**config.mk**
```make
export PLATFORM = sky130hd
export DESIGN_NAME = cdi_mul
export DESIGN_NICKNAME = d
export VERILOG_FILES = /design/src/sv/cdi_pkg.sv /design/src/sv/cdi_mul.sv
export SDC_FILE = /design/constraint.sdc
export NUM_CORES = 1
export LEC_CHECK = 0
export ABC_CLOCK_PERIOD_IN_PS = 8500
export BUFFER_PORTS_ARGS = -buffer_cell sky130_fd_sc_hd__buf_2
export CAP_MARGIN = 30
export CORE_UTILIZATION = 40
export DETAILED_ROUTE_END_ITERATION = 10
export MAX_ROUTING_LAYER = met4
export REMOVE_ABC_BUFFERS = 1
export SLEW_MARGIN = 20
export SYNTH_ARGS = -nofsm -noshare
export SYNTH_HDL_FRONTEND = slang
export SYNTH_SLANG_ARGS = --single-unit
```
**constraint.sdc**
```tcl
create_clock -name clk -period 8.5 [get_ports clk]
set_clock_uncertainty 0.05 [all_clocks]
set_input_delay 1.7 -clock clk [delete_from_list [all_inputs] [get_ports clk]]
set_output_delay 1.7 -clock clk [all_outputs]
set_load 0.01 [all_outputs]
```
**src/sv/cdi_pkg.sv**
```systemverilog
// Shared widths, payload types and sequencer controls for the curvature double integrator.
package cdi_pkg;

  localparam int IDX_W     = 16;
  localparam int SUM_W     = 32;
  localparam int CNT_IN_W  = 16;
  localparam int LEN_W     = 16;
  localparam int POS_W     = 40;
  localparam int DEFL_W    = 48;
  localparam int ACC_W     = 48;
  localparam int KSUM_W    = SUM_W + 1;
  localparam int DIFF_W    = IDX_W + 1;
  localparam int DX_W      = DIFF_W + LEN_W;
  localparam int POS_PROD_W = IDX_W + LEN_W + 1;
  localparam int MUL_A_W   = ACC_W + 1;
  localparam int PROD_W    = MUL_A_W + 1 + DX_W;
  localparam int PROD_SHIFT = 13;
  localparam int TOTAL_W   = PROD_W - PROD_SHIFT + 1;
  localparam int DIV_STEPS = SUM_W;
  localparam int MUL_STEPS = DX_W;
  localparam int SEQ_W     = $clog2(MUL_STEPS + 1);

  localparam logic [LEN_W-1:0] SEG_LEN_RST = LEN_W'(4096);
  localparam logic signed [ACC_W-1:0] ACC_MAX = {1'b0, {(ACC_W-1){1'b1}}};
  localparam logic signed [ACC_W-1:0] ACC_MIN = {1'b1, {(ACC_W-1){1'b0}}};

  typedef struct packed {
    logic signed [IDX_W-1:0]  bin_index;
    logic signed [SUM_W-1:0]  sum_y;
    logic signed [SUM_W-1:0]  sum_z;
    logic [CNT_IN_W-1:0]      sample_count;
    logic                     last_bin;
  } bin_beat_t;

  typedef struct packed {
    logic signed [POS_W-1:0]  position;
    logic signed [DEFL_W-1:0] deflection_y;
    logic signed [DEFL_W-1:0] deflection_z;
    logic                     end_of_run;
  } res_beat_t;

  typedef struct packed {
    logic load;
    logic step;
  } div_ctl_t;

  typedef struct packed {
    logic load;
    logic step;
    logic sign_step;
  } mul_ctl_t;

endpackage

```
**src/sv/cdi_mul.sv**
```systemverilog
// Bit-serial signed multiplier with floor shift, accumulate and saturation.
module cdi_mul (
  input  logic                                 clk,
  input  cdi_pkg::mul_ctl_t                    ctl,
  input  logic signed [cdi_pkg::MUL_A_W-1:0]   a,
  input  logic signed [cdi_pkg::DX_W-1:0]      b,
  input  logic signed [cdi_pkg::ACC_W-1:0]     acc,
  output logic signed [cdi_pkg::ACC_W-1:0]     result
);
  import cdi_pkg::*;

  logic signed [MUL_A_W-1:0] a_q;
  logic signed [ACC_W-1:0]   acc_q;
  logic [DX_W-1:0]           b_sh;
  logic [MUL_A_W:0]          hi;
  logic [DX_W-1:0]           lo;
  logic signed [MUL_A_W+1:0] ext_a;
  logic signed [MUL_A_W+1:0] addend;
  logic [MUL_A_W+1:0]        psum;
  logic [PROD_W-1:0]         prod;
  logic signed [TOTAL_W-1:0] total;
  logic [TOTAL_W-ACC_W:0]    top_bits;

  always_comb begin
    ext_a = {{2{a_q[MUL_A_W-1]}}, a_q};
    addend = '0;
    if (b_sh[0]) begin
      // the sign bit of b carries negative weight
      addend = ctl.sign_step ? -ext_a : ext_a;
    end
    psum = {hi[MUL_A_W], hi} + addend;
  end

  assign prod  = {hi, lo};
  assign total = {{(TOTAL_W-(PROD_W-PROD_SHIFT)){prod[PROD_W-1]}},
                  prod[PROD_W-1:PROD_SHIFT]}
               + {{(TOTAL_W-ACC_W){acc_q[ACC_W-1]}}, acc_q};
  assign top_bits = total[TOTAL_W-1:ACC_W-1];

  always_comb begin
    if ((&top_bits) || !(|top_bits)) begin
      result = total[ACC_W-1:0];
    end else begin
      result = total[TOTAL_W-1] ? ACC_MIN : ACC_MAX;
    end
  end

  always_ff @(posedge clk) begin
    if (ctl.load) begin
      a_q   <= a;
      acc_q <= acc;
      b_sh  <= b;
      hi    <= '0;
      lo    <= '0;
    end else if (ctl.step) begin
      hi   <= psum[MUL_A_W+1:1];
      lo   <= {psum[0], lo[DX_W-1:1]};
      b_sh <= b_sh >> 1;
    end
  end

endmodule

```
Word-level counts from Yosys, hierarchy flattened
Index checks and enable logic that the tools add are counted.
{"block": "word_totals", "regBits": 213, "in_bits": 134, "output_inout_bits": 48, "elab_cells": 19}
{"block": "op_classes", "n_addsub": 3, "mux": 6, "reduce_logical": 5}
{"cell": "2-to-1 mux 51 bit", "n": 2}
{"cell": "2-to-1 mux 48 bit", "n": 2}
{"cell": "adder 70 x 48 -> 71 bit", "n": 1}
{"cell": "2-to-1 mux 33 bit", "n": 2}
{"cell": "adder 51 bit", "n": 1}
{"cell": "negation 49 -> 51 bit", "n": 1}
{"cell": "AND reduction 24 bit", "n": 1}
{"cell": "OR reduction 24 bit", "n": 1}
{"cell": "nonzero test 2 bit", "n": 1}
{"cell": "zero test 1 bit", "n": 1}
{"cell": "logical OR 1 bit", "n": 1}

Logic depth before layout (Yosys ltp)
{"block": "depth", "word_depth": 5, "mapped_depth": 26, "mapped_depth_nobuf": 26}

Least setup slack after synthesis
Ideal clock, no wire load.
{"block": "synth_timing", "path_kind": "flip-flop to output port", "from": "register acc_q[47]", "to": "output port result[16] in the netlist's numbering", "t_arrival_ns": 4.657, "required_ns": 6.750, "setup_slack_ns": 2.093, "path_stages_with_launch": 17, "path_buffers": 3, "path_cell_list": "edfxtp_1 > ha_1 > clkbuf_1 > a21oi_1 > o21ai_0 > a2111oi_0 > o22ai_1 > nor4_1 > xor2_1 > nand4_1 > or4_1 > or4_1 > nor3_1 > mux2i_1 > buf_4 > buf_6 > mux2i_1"}
{"block": "synth_between", "elab_chain_cells": 5, "word_cells_on_any_way": 7, "cone_classes": "add/sub: 1; mux: 2; reduce/logical: 4"}
{"element": "from (decl)", "line": "cdi_mul.sv:13", "rtl": "logic signed [ACC_W-1:0] acc_q;"}
{"element": "from (signal assigned)", "line": "cdi_mul.sv:51", "rtl": "acc_q <= acc;"}
{"element": "adder 70 x 48 -> 71 bit (*)", "line": "cdi_mul.sv:37", "rtl": "+ {{(TOTAL_W-ACC_W){acc_q[ACC_W-1]}}, acc_q};"}
{"element": "OR reduction 24 bit", "line": "cdi_mul.sv:41", "rtl": "if ((&top_bits) || !(|top_bits)) begin"}
{"element": "zero test 1 bit", "line": "cdi_mul.sv:41"}
{"element": "logical OR 1 bit", "line": "cdi_mul.sv:41"}
{"element": "2-to-1 mux 48 bit (*)", "line": "cdi_mul.sv:41"}
{"element": "to (decl)", "line": "cdi_mul.sv:8", "rtl": "output logic signed [cdi_pkg::ACC_W-1:0] result"}
Mark *: on every way between the ends. The rest lies on a longest branch, timed or not.

Worst setup path after layout
{"block": "layout_timing", "from": "register acc_q[47]", "to": "output port result[1] in the netlist's numbering"}
Same word-level chain as after synthesis.

==> out/results.txt <==
For this design the ratio of total power to cell area is 180 mW/mm². The initial antenna violation count is 1. Setup repair after global routing left no endpoint under its margin. The total area inside the core boundary comes to 0.0386 mm². The class of the most critical hold timing path is flop to flop.

The logs give 99 for the maximum number of pins on one net before global-route repair and 40.5% for the initial core utilization. Compared with the post-synthesis result, the final layout area differs by 12.4%. The tool flagged a number of max-cap violations equal to 0. Nature of the critical path endpoint: an output pin.

For this block, the via count after detailed routing is 13.3k. Worst reg-to-reg setup slack: 1.51 ns. The tools report the buffer depth of the longest clock path as 2. The run gives 39.9% as the normalized max-slew margin.

The tools report the via count of the first global-routing pass as 12.5k. Kind of start point of the critical path: a flop. Data on the critical path arrives at its endpoint at 6.32 ns.

In this run, placement finished with an instance count of 2342. The cell that appears most often on the critical path is sky130_fd_sc_hd__or4_1. The delay of the slowest critical-path stage came out at 0.92 ns. After global routing the overflow that remains totals 0. Each instance of the synthesized netlist takes up on average 9.16 µm². After floorplanning, the core was divided into 72 placement rows.

The logs give 1709 for the count of mapped cells out of synthesis and 182 for the boundary pin count. On the final layout, the worst hold slack is 0.459 ns. The final HPWL from detailed placement was 33800 µm. Synthesis inferred 200 register bits. The filler-free cell count of the finished design was 2375. The average detailed-routed wire length per instance is 17.7 µm. Die outline height: 200 µm.

After clock tree synthesis, the clock-pin slew on the worst setup and hold paths is 0.07 ns. Global routing used 21.8% of the available tracks. The critical path goes through ha_1, a21oi_1, o21ai_0, a2111oi_0, o22ai_1, nor4_1, xor2_1, nand4_1, or4_1, or4_1, nor3_1, mux2i_4, buf_4, mux2_1, buf_2. The largest vdd supply drop was 0.151 mV.

The die width works out to 200 µm. The number of max-slew violations in the final report was 0. In this run, post-CTS hold repair placed 0 buffers. The number of distinct library cells after synthesis was 80; the clock insertion delay at the later pin of the skew report was 0.46 ns. The flow ran to the end, and the final reports show no timing, DRC or antenna violations.

The peak fanout along the critical path was 43. The analysis attributes to cell leakage a power of 7.64 nW. During synthesis, Yosys emitted a total of 0 warnings. Setup violations remaining at the end of the flow were counted as 0. Buffers added to address setup during post-CTS repair amount to 0.

For the pin with the worst max-slew slack, the measured transition is 0.901 ns. The detail route stage leaves a number of antenna-violating nets equal to 0. In the routed design, unresolved DRC markers number 0.

The number of enable-type register cells in the synthesized netlist was 130; the number of H-tree branching levels was 4. The shortest period the worst path allows is 8.07 ns, and the first-pass detailed-route iteration total is 5. Summing every instance area after synthesis gives 0.0157 mm². STA puts the critical path data required time at 6.75 ns. TritonCTS built the clock tree.

Port buffering added 181 buffers. The maximum operating frequency is 124 MHz. The final layout contains routed wiring with a total length of 42000 µm. Of the cells placed in the final design, the portion with a size suffix greater than 1 is 15.1%. The completed layout was analyzed and its total power is 3.16 mW. The die covers 0.0399 mm².

Dividing the detail-routed via count by the number of cells gives 5.62. In this run, CTS created clock tree buffers numbering 17. The post-route clock period utilization is 94.9%. The tools report the final number of hold-violating endpoints as 0.

For this block, the initial DRC count from the detailed router was 911. The slowest stage of the critical path belongs to the cell sky130_fd_sc_hd__edfxtp_1. The congestion estimate from routability-driven global placement came to 0.984.

The async set-reset flop share out of synthesis came out at 0%. After synthesis, flip-flops and latches occupy 33.9% of the total area. The critical path is of the flop to output pin type. Quantity of gates resized following cts: 0.

The final net count was 2100. The first global-routing pass estimated 66200 µm of wire. The cell sitting at the root of the clock tree is a sky130_fd_sc_hd__clkbuf_16. The number of clock sinks is 200. Most instantiated flip-flop cell in the synthesis netlist: sky130_fd_sc_hd__edfxtp_1.
## power by group
part,total [mW],switching [mW],internal (mW)
logic,1.14,0.684,0.459
registers,1.20,0.0697,1.13
clock network,0.818,0.403,0.415
total,3.16,1.16,2.00
## synthesized netlist by cell type, drive strengths merged, types with 48 or more instances
| cell | count | area, µm² |
|---|---|---|
| ha | 121 | 1510 |
| edfxtp | 130 | 3900 |
| o21ai | 103 | 515 |
| dfxtp | 70 | 1400 |
| xor2 | 48 | 420 |
| nand2 | 128 | 480 |
| mux2i | 100 | 1000 |
| a21oi | 127 | 636 |
| and2 | 57 | 357 |
| xnor2 | 105 | 920 |
| clkbuf | 56 | 211 |
| nor2 | 146 | 548 |
## metal layers
metal  track usage [%]  vias up  share of wire [%]
met3              3.19       41                4.3
met2              33.8      338                 46
met1              29.7     6340                 48
li1                  -     6626                  -
met5                 -        -                  0
met4              5.20        0                1.5
## worst max-delay path: cells and delay by family (launching register included)
| family | cells | cell delay, ns |
|---|---|---|
| flops | 1 | 0.92 |
| compound gates | 4 | 1.23 |
| buf+inv | 2 | 0.50 |
| fa+ha+maj | 1 | 0.45 |
| xor+xnor | 1 | 0.25 |
| simple gates | 5 | 1.90 |
| mux | 2 | 0.58 |
## kinds of logic (layout without fill, tap and decap cells)
logic type / Yosys count / in the layout / share of synthesized area (%)
muxes: 137 / 137 / 9.05
DFF: 200 / 200 / 33.9
and+or+nand+nor: 529 / 529 / 16.8
other: 0 / 1 / 0
xor gates and xnor gates: 153 / 153 / 8.56
AOI/OAI and AO/OA: 453 / 453 / 18.8
adders and majority gates: 123 / 123 / 9.92
buffers and inverters: 114 / 261 / 2.99
## path summary, 6_finish.rpt
| path | cells after the start | start | to |
|---|---|---|---|
| max | 15 | acc_q[47] | result[1] |
| max reg2reg | 25 | a_q[2] | hi[47] |
| min reg2reg | 2 | lo[13] | lo[13] |
| min | 2 | lo[13] | lo[13] |
## state kept, by name, indices dropped and copies added, names as in the netlist
register / flops
b_sh: 33
lo: 20
a_q: 49
hi: 50
acc_q: 48
## cell type report
class	count	area, µm²
Antenna cell	1	2.50
Clock inverter	15	159
Fill cell	3762	21100
Timing Repair Buffer	193	1020
Tap cell	518	648
Multi-Input combinational cell	1395	9900
Inverter	36	135
Sequential cell	200	5310
Clock buffer	17	425
## stage by stage
stage                     setup WS, ns  instance area, µm²  setup TNS, ns  utilization [%]
after floorplan                 -0.511               15300         -23.90                -
after global placement            1.16               17000              0             43.9
after detailed placement          1.05               17000              0             44.0
after CTS                        0.506               17600              0             45.5
after global routing            0.0799               17600              0             45.5
final                            0.430               17600              0             45.5
## placed cells by master, fill, tap and decap left out, drive strengths merged, types with 15 or more instances in the layout
master  count
a211oi     16
a21o       45
a21oi     127
a22o       15
and2       57
buf       193
clkbuf     17
dfxtp      70
edfxtp    130
ha        121
inv        43
mux2       37
mux2i     100
nand2     128
nand3      27
nand4      40
nor2      146
nor2b      17
nor3       19
o21a       19
o21ai     103
o21bai     21
o31ai      19
or3        28
xnor2     105
xor2       48
Power figures use the tool's default switching activity.
