<file path="config.mk">
export PLATFORM = sky130hd
export DESIGN_NAME = cdi_div
export DESIGN_NICKNAME = d
export VERILOG_FILES = /design/src/sv/cdi_pkg.sv /design/src/sv/cdi_div.sv
export SDC_FILE = /design/constraint.sdc
export NUM_CORES = 1
export LEC_CHECK = 0
export ABC_AREA = 1
export BUFFER_PORTS_ARGS = -buffer_cell sky130_fd_sc_hd__buf_2
export CAP_MARGIN = 25
export CORE_MARGIN = 4
export CORE_UTILIZATION = 39
export DETAILED_ROUTE_END_ITERATION = 10
export GPL_ROUTABILITY_DRIVEN = 0
export PLACE_DENSITY_LB_ADDON = 0.3
export SLEW_MARGIN = 20
export SYNTH_ARGS = -nofsm -noshare
export SYNTH_HDL_FRONTEND = slang
export SYNTH_SLANG_ARGS = --single-unit
</file>
<file path="constraint.sdc">
create_clock -name clk -period 1.7 [get_ports clk]
set_input_delay 0.17 -clock clk [delete_from_list [all_inputs] [get_ports clk]]
set_output_delay 0.17 -clock clk [all_outputs]
set_load 0.02 [all_outputs]
</file>
<file path="src/sv/cdi_pkg.sv">
// Shared widths, payload types and sequencer controls for the curvature double integrator.
package cdi_pkg;

  localparam int IDX_W     = 16;
  localparam int SUM_W     = 32;
  localparam int CNT_IN_W  = 16;
  localparam int LEN_W     = 16;
  localparam int POS_W     = 40;
  localparam int DEFL_W    = 48;
  localparam int ACC_W     = 48;
  localparam int KSUM_W    = SUM_W + 1;
  localparam int DIFF_W    = IDX_W + 1;
  localparam int DX_W      = DIFF_W + LEN_W;
  localparam int POS_PROD_W = IDX_W + LEN_W + 1;
  localparam int MUL_A_W   = ACC_W + 1;
  localparam int PROD_W    = MUL_A_W + 1 + DX_W;
  localparam int PROD_SHIFT = 13;
  localparam int TOTAL_W   = PROD_W - PROD_SHIFT + 1;
  localparam int DIV_STEPS = SUM_W;
  localparam int MUL_STEPS = DX_W;
  localparam int SEQ_W     = $clog2(MUL_STEPS + 1);

  localparam logic [LEN_W-1:0] SEG_LEN_RST = LEN_W'(4096);
  localparam logic signed [ACC_W-1:0] ACC_MAX = {1'b0, {(ACC_W-1){1'b1}}};
  localparam logic signed [ACC_W-1:0] ACC_MIN = {1'b1, {(ACC_W-1){1'b0}}};

  typedef struct packed {
    logic signed [IDX_W-1:0]  bin_index;
    logic signed [SUM_W-1:0]  sum_y;
    logic signed [SUM_W-1:0]  sum_z;
    logic [CNT_IN_W-1:0]      sample_count;
    logic                     last_bin;
  } bin_beat_t;

  typedef struct packed {
    logic signed [POS_W-1:0]  position;
    logic signed [DEFL_W-1:0] deflection_y;
    logic signed [DEFL_W-1:0] deflection_z;
    logic                     end_of_run;
  } res_beat_t;

  typedef struct packed {
    logic load;
    logic step;
  } div_ctl_t;

  typedef struct packed {
    logic load;
    logic step;
    logic sign_step;
  } mul_ctl_t;

endpackage

</file>
<file path="src/sv/cdi_div.sv">
// Bit-serial restoring divider: signed sum over unsigned count, truncated toward zero.
module cdi_div (
  input  logic                                 clk,
  input  cdi_pkg::div_ctl_t                    ctl,
  input  logic signed [cdi_pkg::SUM_W-1:0]     sum,
  input  logic [cdi_pkg::CNT_IN_W-1:0]         count,
  output logic signed [cdi_pkg::SUM_W-1:0]     quot
);
  import cdi_pkg::*;

  logic [SUM_W-1:0]    q;
  logic [CNT_IN_W-1:0] r;
  logic [CNT_IN_W-1:0] d;
  logic                neg;
  logic                zero;
  logic [CNT_IN_W:0]   trial;
  logic [CNT_IN_W:0]   trial_sub;

  assign trial     = {r, q[SUM_W-1]};
  assign trial_sub = trial - {1'b0, d};
  assign quot      = zero ? '0 : (neg ? -$signed(q) : $signed(q));

  always_ff @(posedge clk) begin
    if (ctl.load) begin
      q    <= sum[SUM_W-1] ? SUM_W'(-sum) : sum;
      r    <= '0;
      d    <= count;
      neg  <= sum[SUM_W-1];
      zero <= (count == '0);
    end else if (ctl.step) begin
      // one quotient bit per cycle
      if (trial >= {1'b0, d}) begin
        r <= trial_sub[CNT_IN_W-1:0];
        q <= {q[SUM_W-2:0], 1'b1};
      end else begin
        r <= trial[CNT_IN_W-1:0];
        q <= {q[SUM_W-2:0], 1'b0};
      end
    end
  end

endmodule

</file>
After elaboration in Yosys (flattened, before gate mapping)
Cells that the tools add are included.

Order comparisons: 1. Multiplexer cells: 7. Add/subtract/negate cells: 3. Reductions and logical operators: 2.

Operators by type and width (number): 32-bit 2-to-1 mux (5); 32-bit negator (2); 17-bit by 16-bit greater-or-equal comparator with 1-bit output (1); 16-bit logical NOT (1); 16-bit 2-to-1 mux (1); 16-bit subtractor (1); 2-bit nonzero test (1); 1-bit 2-to-1 mux (1).

Logic and storage cells: 18. Flip-flop bits (word level): 66. Output and inout bits: 32.

Logic depth before layout (Yosys ltp)
Gate-level depths: netlist of the first run.

Word-level depth: 4. Depth in mapped cells: 14.

Least setup slack after synthesis of the first run
Ideal clock, no wire load.

Path kind: register to output. Start: reg q[1]. End: out quot[28] in the netlist's numbering. Path buffers: 0. Setup slack: -177 ps. Stages on the path, launching flop included: 13. Data required time: 1530 ps. Arrival: 1707 ps. Cell sequence: edfxtp_1 -> inv_1 -> ha_1 -> nand2_1 -> nor2_1 -> nand2_1 -> nor2_4 -> nand3_1 -> nand2_1 -> nand3_1 -> nand2_1 -> nand2_1 -> nor2_1.

Word-level cells in the longest chain between the ends: 3.

Ends and longest elaborated chain: start, declared (line cdi_div.sv:11) `logic [SUM_W-1:0] q;`; start signal, assigned (line cdi_div.sv:25) `q <= sum[SUM_W-1] ? SUM_W'(-sum) : sum;`; start signal, assigned (line cdi_div.sv:34) `q <= {q[SUM_W-2:0], 1'b1};`; start signal, assigned (line cdi_div.sv:37) `q <= {q[SUM_W-2:0], 1'b0};`; 32-bit negator (line cdi_div.sv:21) `assign quot = zero ? '0 : (neg ? -$signed(q) : $signed(q));`; 32-bit 2-to-1 mux (2 in series) (line cdi_div.sv:21); end, declared (line cdi_div.sv:7) `output logic signed [cdi_pkg::SUM_W-1:0] quot`.

No other way between the ends.

Final worst setup path of the first run
Start: reg q[1]. End: out quot[20] in the netlist's numbering.

Same word-level chain as after synthesis.

==> out/results.md, run 1 <==
- 35.2% — switching power as a share of total power
- 2.25 ns — time the final worst path needs with I/O delays and setup
- 128 µm — horizontal extent of the die
- 452 — Detailed Route Iter0 Violations
- 0.00420 W — Internal Power
- 31.6% — sequential share of power
- 0 — Diodes inserted
- 725 nW/µm² — total power divided by cell area
- 46 — number of setup violations in the final report
- 2 — Longest Clk Path Bufs
- 0 — drt drc
- 1178 — final-stage net count
- 58.1% — Area growth syn-to-layout
- 4.29 nW — leakage component of the power
- 2.08 ns — arrival time of the worst setup path
- 133% — final critical-path share of the clock period
- 5660 µm² — Cell Area, Synth
- 0.00648 W — Total Power Consumption
- 50 — EDFF count, synth
- 6.54 µm² — per-instance average area after synthesis
- 865 — instance count of the mapped netlist
- negative setup slack — violated checks
- 27.3% — global routing met1 resource utilization
- 14000 µm² — placeable core area
- 16500 µm² — total die area
- -0.293 ns — setup slack after placement
- 22.3% — GRT Resource Usage Total
- 42.0% — share of layout cells above drive strength 1
- 0 — grt ovf
- -15.17 ns — setup_tns
- 66 — Synth Register Bits
- 444 MHz — maximum frequency from static timing analysis
- 0.557 ns — actual slew at the worst max-slew pin
- 5 — detailed-router iteration count before antenna repair
- 0 — final number of hold-violating endpoints
- 2.62% — grt met3 use
- 0% — fraction of registers with async set or reset after synthesis
- 6 — maximum fanout along the worst path
- 5.10 — routed vias/inst
- 41.5% — part of the power in combinational logic
- 19.1 mm — total wirelength of the detailed-routed design
- 40.3% — initial cell density of the core
- 935 — synthesized netlist net count
- 39.9% — met2 capacity usage during global routing
- 0 — antenna violations before repair
- flop — kind of start point of the critical path
- sky130_fd_sc_hd__edfxtp_1 — most instantiated flip-flop cell in the synthesis netlist
- done — clock tree from TritonCTS
- 43 — floorplan row count
- in2reg — worst min path class
- 6420 — via count of the first global-routing pass
- 26.9% — share of power burned in the clock network
- 0.05 ns — clock-pin transition on the worst setup and hold timing paths
- 3 — total number of H-tree levels
- 63.7% — core occupancy in the finished layout
- met2 — GRT busiest layer
- 14.8 µm — routed len/inst
- complete, but fails checks — run status
- 9 — number of clock buffers inserted by TritonCTS
- -0.553 ns — crit path setup slack, layout
- output port — Crit. End Element
- 41 — number of unique standard cell types used by synthesis
- 40 — pin count of the biggest net entering global routing
- 485 µV — Max IR drop VDD
- 0 — count of synthesis-stage warnings from yosys
- 82 — Buffers on Ports
- 1192 — # fillers
- 0.00695 ns — clock tree skew after final layout
- 66 — number of clock sinks
- 128 µm — height of the die
- 32.2% — sequential fraction of the synthesis area
- 0.34 ns — Clock Latency Late Sink
- 0 — final number of max-transition violations
- 6598 — total vias in the final route
- 0 — residual antenna-violating net count after detailed routing
- 0 — Max Cap Viol
- 29.8 mm — wire length of the first global-routing pass
- 83 — top-level I/O count
- true — RSZ-0062 raised after global routing
- reg2out — start-to-end type of the worst setup path
- 62.8% — Max transition margin
- sky130_fd_sc_hd__clkbuf_16 — library cell used as clock root buffer
- 0.00228 W — switching pwr
- 1.53 ns — Data required, critical path
- 13.6 mm — DP Wirelength
cell usage after synthesis, drive strengths merged (2+ instances only):
cell type	instances	share of area, %
nand3	87	8.1
edfxtp	50	27
nor3	16	1.4
o21a	2	0.27
or2	3	0.33
xor2	14	2.2
o31ai	3	0.40
nand3b	9	1.2
nor2	109	8.2
a21oi	38	3.6
nand4	19	2.1
xnor2	9	1.4
nand2	254	18
dfxtp	16	5.7
inv	120	8.0
buf	9	1.1
nor4	5	0.55
o21ai	65	5.8
ha	18	4.0
clkbuf	12	0.80
worst max-delay path, cell delays in order, from the launching register on:
cell and delay [ns]:
sky130_fd_sc_hd__edfxtp_1 0.39, sky130_fd_sc_hd__inv_2 0.09, sky130_fd_sc_hd__ha_4 0.14, sky130_fd_sc_hd__nand2_4 0.05
sky130_fd_sc_hd__nor2_4 0.14, sky130_fd_sc_hd__nand2_4 0.08, sky130_fd_sc_hd__nor2_4 0.16, sky130_fd_sc_hd__nand3_2 0.12
sky130_fd_sc_hd__nand2_4 0.11, sky130_fd_sc_hd__nand2_2 0.10, sky130_fd_sc_hd__o21ai_4 0.16, sky130_fd_sc_hd__a21oi_4 0.03
sky130_fd_sc_hd__buf_2 0.15
sequential cells by signal (all words and copies together), names as in the netlist:
register and flops:
d 16, r 16, neg 1, q 32
zero 1
layer usage:
metal | wire length [µm] | vias up
met5 | 0 | -
met4 | 478 | 0
met3 | 813 | 41
met2 | 9910 | 196
met1 | 7870 | 3041
li1 | - | 3320
path summary, 6_finish.rpt:
check / startpoint / endpoint / slack, ns / depth (start not counted)
setup / recovery: q[1] / quot[20] / -0.55 / 12
hold / removal: count[0] / d[0] / 0.03 / 1
setup reg to reg: d[0] / r[14] / -0.24 / 12
hold reg to reg: r[15] / r[15] / 0.49 / 2
per-stage QoR:
step | cells | cell area (µm²) | hold slack, ns
finish | 1293 | 8940 | 0.0287
global route | 1293 | 8940 | 0.0251
CTS | 1278 | 8380 | 0.0205
detailed placement | 1245 | 7570 | 0.367
global placement | 1245 | 7570 | 0.365
floorplan | 865 | 5930 | 0.269
cell usage in the layout, fill, tap and decap left out, types with 6 or more instances in the layout:
master                      netlist  routed
sky130_fd_sc_hd__buf_12           0       7
sky130_fd_sc_hd__edfxtp_1        50      50
sky130_fd_sc_hd__inv_2            5      18
sky130_fd_sc_hd__nand3_1         83      53
sky130_fd_sc_hd__ha_4             0      16
sky130_fd_sc_hd__inv_1          115     101
sky130_fd_sc_hd__buf_6            3      16
sky130_fd_sc_hd__nand3_2          4      28
sky130_fd_sc_hd__nand2_1        247     201
sky130_fd_sc_hd__xor2_1          14      14
sky130_fd_sc_hd__nor2_1          98      74
sky130_fd_sc_hd__o21ai_0         58      36
sky130_fd_sc_hd__dfxtp_1         16      16
sky130_fd_sc_hd__nand3_4          0       6
sky130_fd_sc_hd__nor2_2           7      16
sky130_fd_sc_hd__nor3_2           0       6
sky130_fd_sc_hd__xnor2_1          9       8
sky130_fd_sc_hd__a21oi_2          0      13
sky130_fd_sc_hd__o21ai_2          0      15
sky130_fd_sc_hd__nand2_4          1      17
sky130_fd_sc_hd__nor2_4           3      18
sky130_fd_sc_hd__nand3b_1         9       9
sky130_fd_sc_hd__clkbuf_16        0       9
sky130_fd_sc_hd__a21oi_1         37      22
sky130_fd_sc_hd__buf_4            0     173
sky130_fd_sc_hd__nand4_1         19      19
sky130_fd_sc_hd__o21ai_1          7      13
sky130_fd_sc_hd__nand2_2          5      34
sky130_fd_sc_hd__buf_2            3      53
sky130_fd_sc_hd__nor3_1          16       8
logic make-up after synthesis:
family	count (synthesis)	share of synthesized area [%]
xor+xnor	23	3.56
fa+ha+maj	19	4.34
buf+inv	142	9.89
flops	66	32.2
simple gates	503	39.5
compound gates	112	10.5
cell type report:
class	instances	area (µm²)	share of cell area [%]
clock buffer	13	260	2.91
clock inverter	3	15.0	0.168
inverter	121	457	5.11
multi-input combinational	658	4240	47.4
sequential	66	1820	20.4
tap	180	225	2.52
timing repair buffer	252	1930	21.6
power groups by stage:
stage          Sequential [W]  Combinational, W  Clock, W
6_report              0.00205           0.00269   0.00174
3_5_place_dp          0.00207           0.00210         0
2_1_floorplan         0.00205           0.00118         0
4_1_cts               0.00204           0.00236   0.00176
3_3_place_gp          0.00206           0.00208         0
5_1_grt               0.00207           0.00291   0.00182
repair_timing:
item                                   in CTS  in global routing
pin swaps                                  54                 61
endpoints found under the hold margin       0                  0
setup buffers                              17                 15
setup endpoints to repair                  47                 48
gates cloned                                1                  0
hold buffers                                0                  0
resized for setup                         115                119
Note: power is estimated with default switching activity, not from simulation.
==> run 2: changes to the inputs <==
==> constraint.sdc (replaced) <==
create_clock -name clk -period 1.7 [get_ports clk]
set_input_delay 0 -clock clk [delete_from_list [all_inputs] [get_ports clk]]
set_output_delay 0 -clock clk [all_outputs]
set_load 0.02 [all_outputs]
==> run 2 against run 1 <==
The flow still finishes with violations (negative setup slack); worst setup slack gained 0.16 ns; first-iteration DRC count shrank 1.5%; clock power is 14% higher; largest power group unchanged; via count increased by 2.9%; sequential power hardly changed; combinational power about the same; register-to-register slack about the same; maximum frequency grew 7.7%; total power is 4.0% higher; wire length up 8.4%; critical endpoint is now quot[12].
==> out/results.md, run 2 (same netlist as run 1, synthesis figures left out) <==
- complete, but fails checks — run status
- negative setup slack — violated checks
- 23.8% — GRT Resource Usage Total, +1.5 points
- 478 MHz — maximum frequency from static timing analysis, +7.7%
- 0 — final number of hold-violating endpoints, unchanged
- 32 — max reg flops, unchanged
- 0 — grt ovf, unchanged
- 6407 — via count of the first global-routing pass, -0.20%
- 7130 µm² — placement-stage cell area, -5.8%
- 758 nW/µm² — total power divided by cell area, +4.5%
- 44 — number of setup violations in the final report, -4.3%
- 39.4% — met2 capacity usage during global routing, -0.55 points
- 40.3% — initial cell density of the core, unchanged
- 187 x sky130_fd_sc_hd__nand2_1, 136 x sky130_fd_sc_hd__buf_4, 94 x sky130_fd_sc_hd__inv_1 — commonest non-fill, non-tap cells in the layout
- inv_2 -> ha_4 -> nand2_4 -> nor2_4 -> nand2_4 -> nor2_4 -> buf_4 -> nand3_2 -> nand2_2 -> o21ai_1 -> a21oi_2 -> buf_6 — CP Cell Sequence
- -0.23 ns — R2R setup slack, about the same
- 4.22 nW — leakage component of the power, -1.6%
- 1.70 ns — Data required, critical path, +0.17 ns
- 1157 — final-stage net count, -1.8%
- true — RSZ-0062 raised after global routing
- 0 — drt drc, unchanged
- 83 — top-level I/O count, unchanged
- 3.20% — grt met3 use, +0.58 points
- 8900 µm² — summed area of non-filler cells in the final layout, -0.53%
- sky130_fd_sc_hd__clkbuf_16 — library cell used as clock root buffer
- 48 — pin count of the biggest net entering global routing, +20%
- 0 — residual antenna-violating net count after detailed routing, unchanged
- 128 µm — horizontal extent of the die, unchanged
- sky130_fd_sc_hd__edfxtp_1 — master of the slowest instance on the critical path
- 0.39 ns — maximum cell stage delay along the critical path, about the same
- 2.09 ns — arrival time of the worst setup path, about the same
- 445 — Detailed Route Iter0 Violations, -1.5%
- 57.3% — Area growth syn-to-layout
- 128 µm — height of the die, unchanged
- 31.8% — global routing met1 resource utilization, +4.5 points
- 0 — antenna violations before repair, unchanged
- done — clock tree from TritonCTS
- 0.377 ns — actual slew at the worst max-slew pin, -0.180 ns
- 2.09 ns — time the final worst path needs with I/O delays and setup, -0.161 ns
- 0 — Diodes inserted, unchanged
- sky130_fd_sc_hd__nand2_1 — most common cell after layout, fill and taps aside
- 40.7% — share of layout cells above drive strength 1, -1.3 points
- reg2out — start-to-end type of the worst setup path
- 9 — number of clock buffers inserted by TritonCTS, unchanged
- met2 — GRT busiest layer
- 5.34 — routed vias/inst, +4.6%
- 2 — Longest Clk Path Bufs, unchanged
- 0.00509 ns — clock tree skew after final layout, -0.00185 ns
- -0.392 ns — crit path setup slack, layout, +0.161 ns
- 5 — detailed-router iteration count before antenna repair, unchanged
- 66 — number of clock sinks, unchanged
- 6792 — total vias in the final route, +2.9%
- 82 — Buffers on Ports, unchanged
- 63.4% — core occupancy in the finished layout, -0.34 points
- 20.7 mm — total wirelength of the detailed-routed design, +8.4%
- 123% — final critical-path share of the clock period, -9.5 points
- 0.34 ns — Clock Latency Late Sink, about the same
- 587 µV — Max IR drop VDD, +21%
- 3 — total number of H-tree levels, unchanged
- q — register ranked first by flip-flop count
- in2reg — worst min path class
- 16500 µm² — total die area, unchanged
- 0.06 ns — clock-pin transition on the worst setup and hold timing paths, about the same
- output port — Crit. End Element
- 6 — maximum fanout along the worst path, unchanged
- 0 — Max Cap Viol, unchanged
- 74.8% — Max transition margin, +12 points
- q: 32 flops, d: 16 flops, r: 16 flops — registers with the most flip-flops
- 16.3 µm — routed len/inst, +10%
- 14000 µm² — placeable core area, unchanged
- 31.5 mm — wire length of the first global-routing pass, +5.7%
- 13.8 mm — DP Wirelength, +1.3%
- flop — kind of start point of the critical path
- 0 — final number of max-transition violations, unchanged
- 43 — floorplan row count, unchanged
## run 2: power by group
part / switching (W) / leakage (nW) / total [W] / internal, W
registers: 0.000134 / 0.640 / 0.00206 / 0.00192
clock network: 0.000710 / 0.153 / 0.00199 / 0.00128
logic: 0.00151 / 3.43 / 0.00269 / 0.00118
## run 2: cell type report
class | count | area, µm²
Tap cell | 180 | 225
Multi-Input combinational cell | 658 | 4280
Inverter | 121 | 454
Timing Repair Buffer | 231 | 1800
Clock buffer | 11 | 233
Fill cell | 1163 | 5150
Sequential cell | 66 | 1820
Clock inverter | 5 | 78.8
## run 2: critical path, delay by kind of cell (launching register included)
| family | cells | cell delay (ns) |
|---|---|---|
| compound gates | 2 | 0.26 |
| fa+ha+maj | 1 | 0.15 |
| buf+inv | 3 | 0.39 |
| flops | 1 | 0.39 |
| simple gates | 6 | 0.55 |
## run 2: timing repair
action	in CTS	in global routing
cloned	2	0
endpoints found under the hold margin	17	0
gates resized for setup	151	123
pin swaps	58	67
hold buffers	17	0
setup endpoints to repair	46	46
buffers inserted	18	18
## run 2: through the flow
step	hold WS, ns	setup slack [ns]	power [W]	TNS, ns	instances
floorplan	0.0989	-0.0216	0.00319	-0.0367	865
global placement	0.193	-0.168	0.00397	-2.04	1203
detailed placement	0.194	-0.193	0.00399	-3.04	1203
CTS	0.0342	-0.408	0.00639	-9.20	1255
global route	0.0693	-0.520	0.00704	-14.59	1272
finish	0.0376	-0.392	0.00674	-9.77	1272
## run 2: path summary, 6_finish.rpt
check / startpoint / end / cells after the start
max: q[1] / quot[12] / 12
min: sum[0] / q[0] / 3
max reg2reg: q[31] / r[12] / 13
min reg2reg: r[1] / r[1] / 2
## run 2: metal layers
metal	part of all wire [%]	vias to the layer above
met5	0	-
met4	3.0	0
met3	7.1	52
met2	48	314
met1	42	3151
li1	-	3275
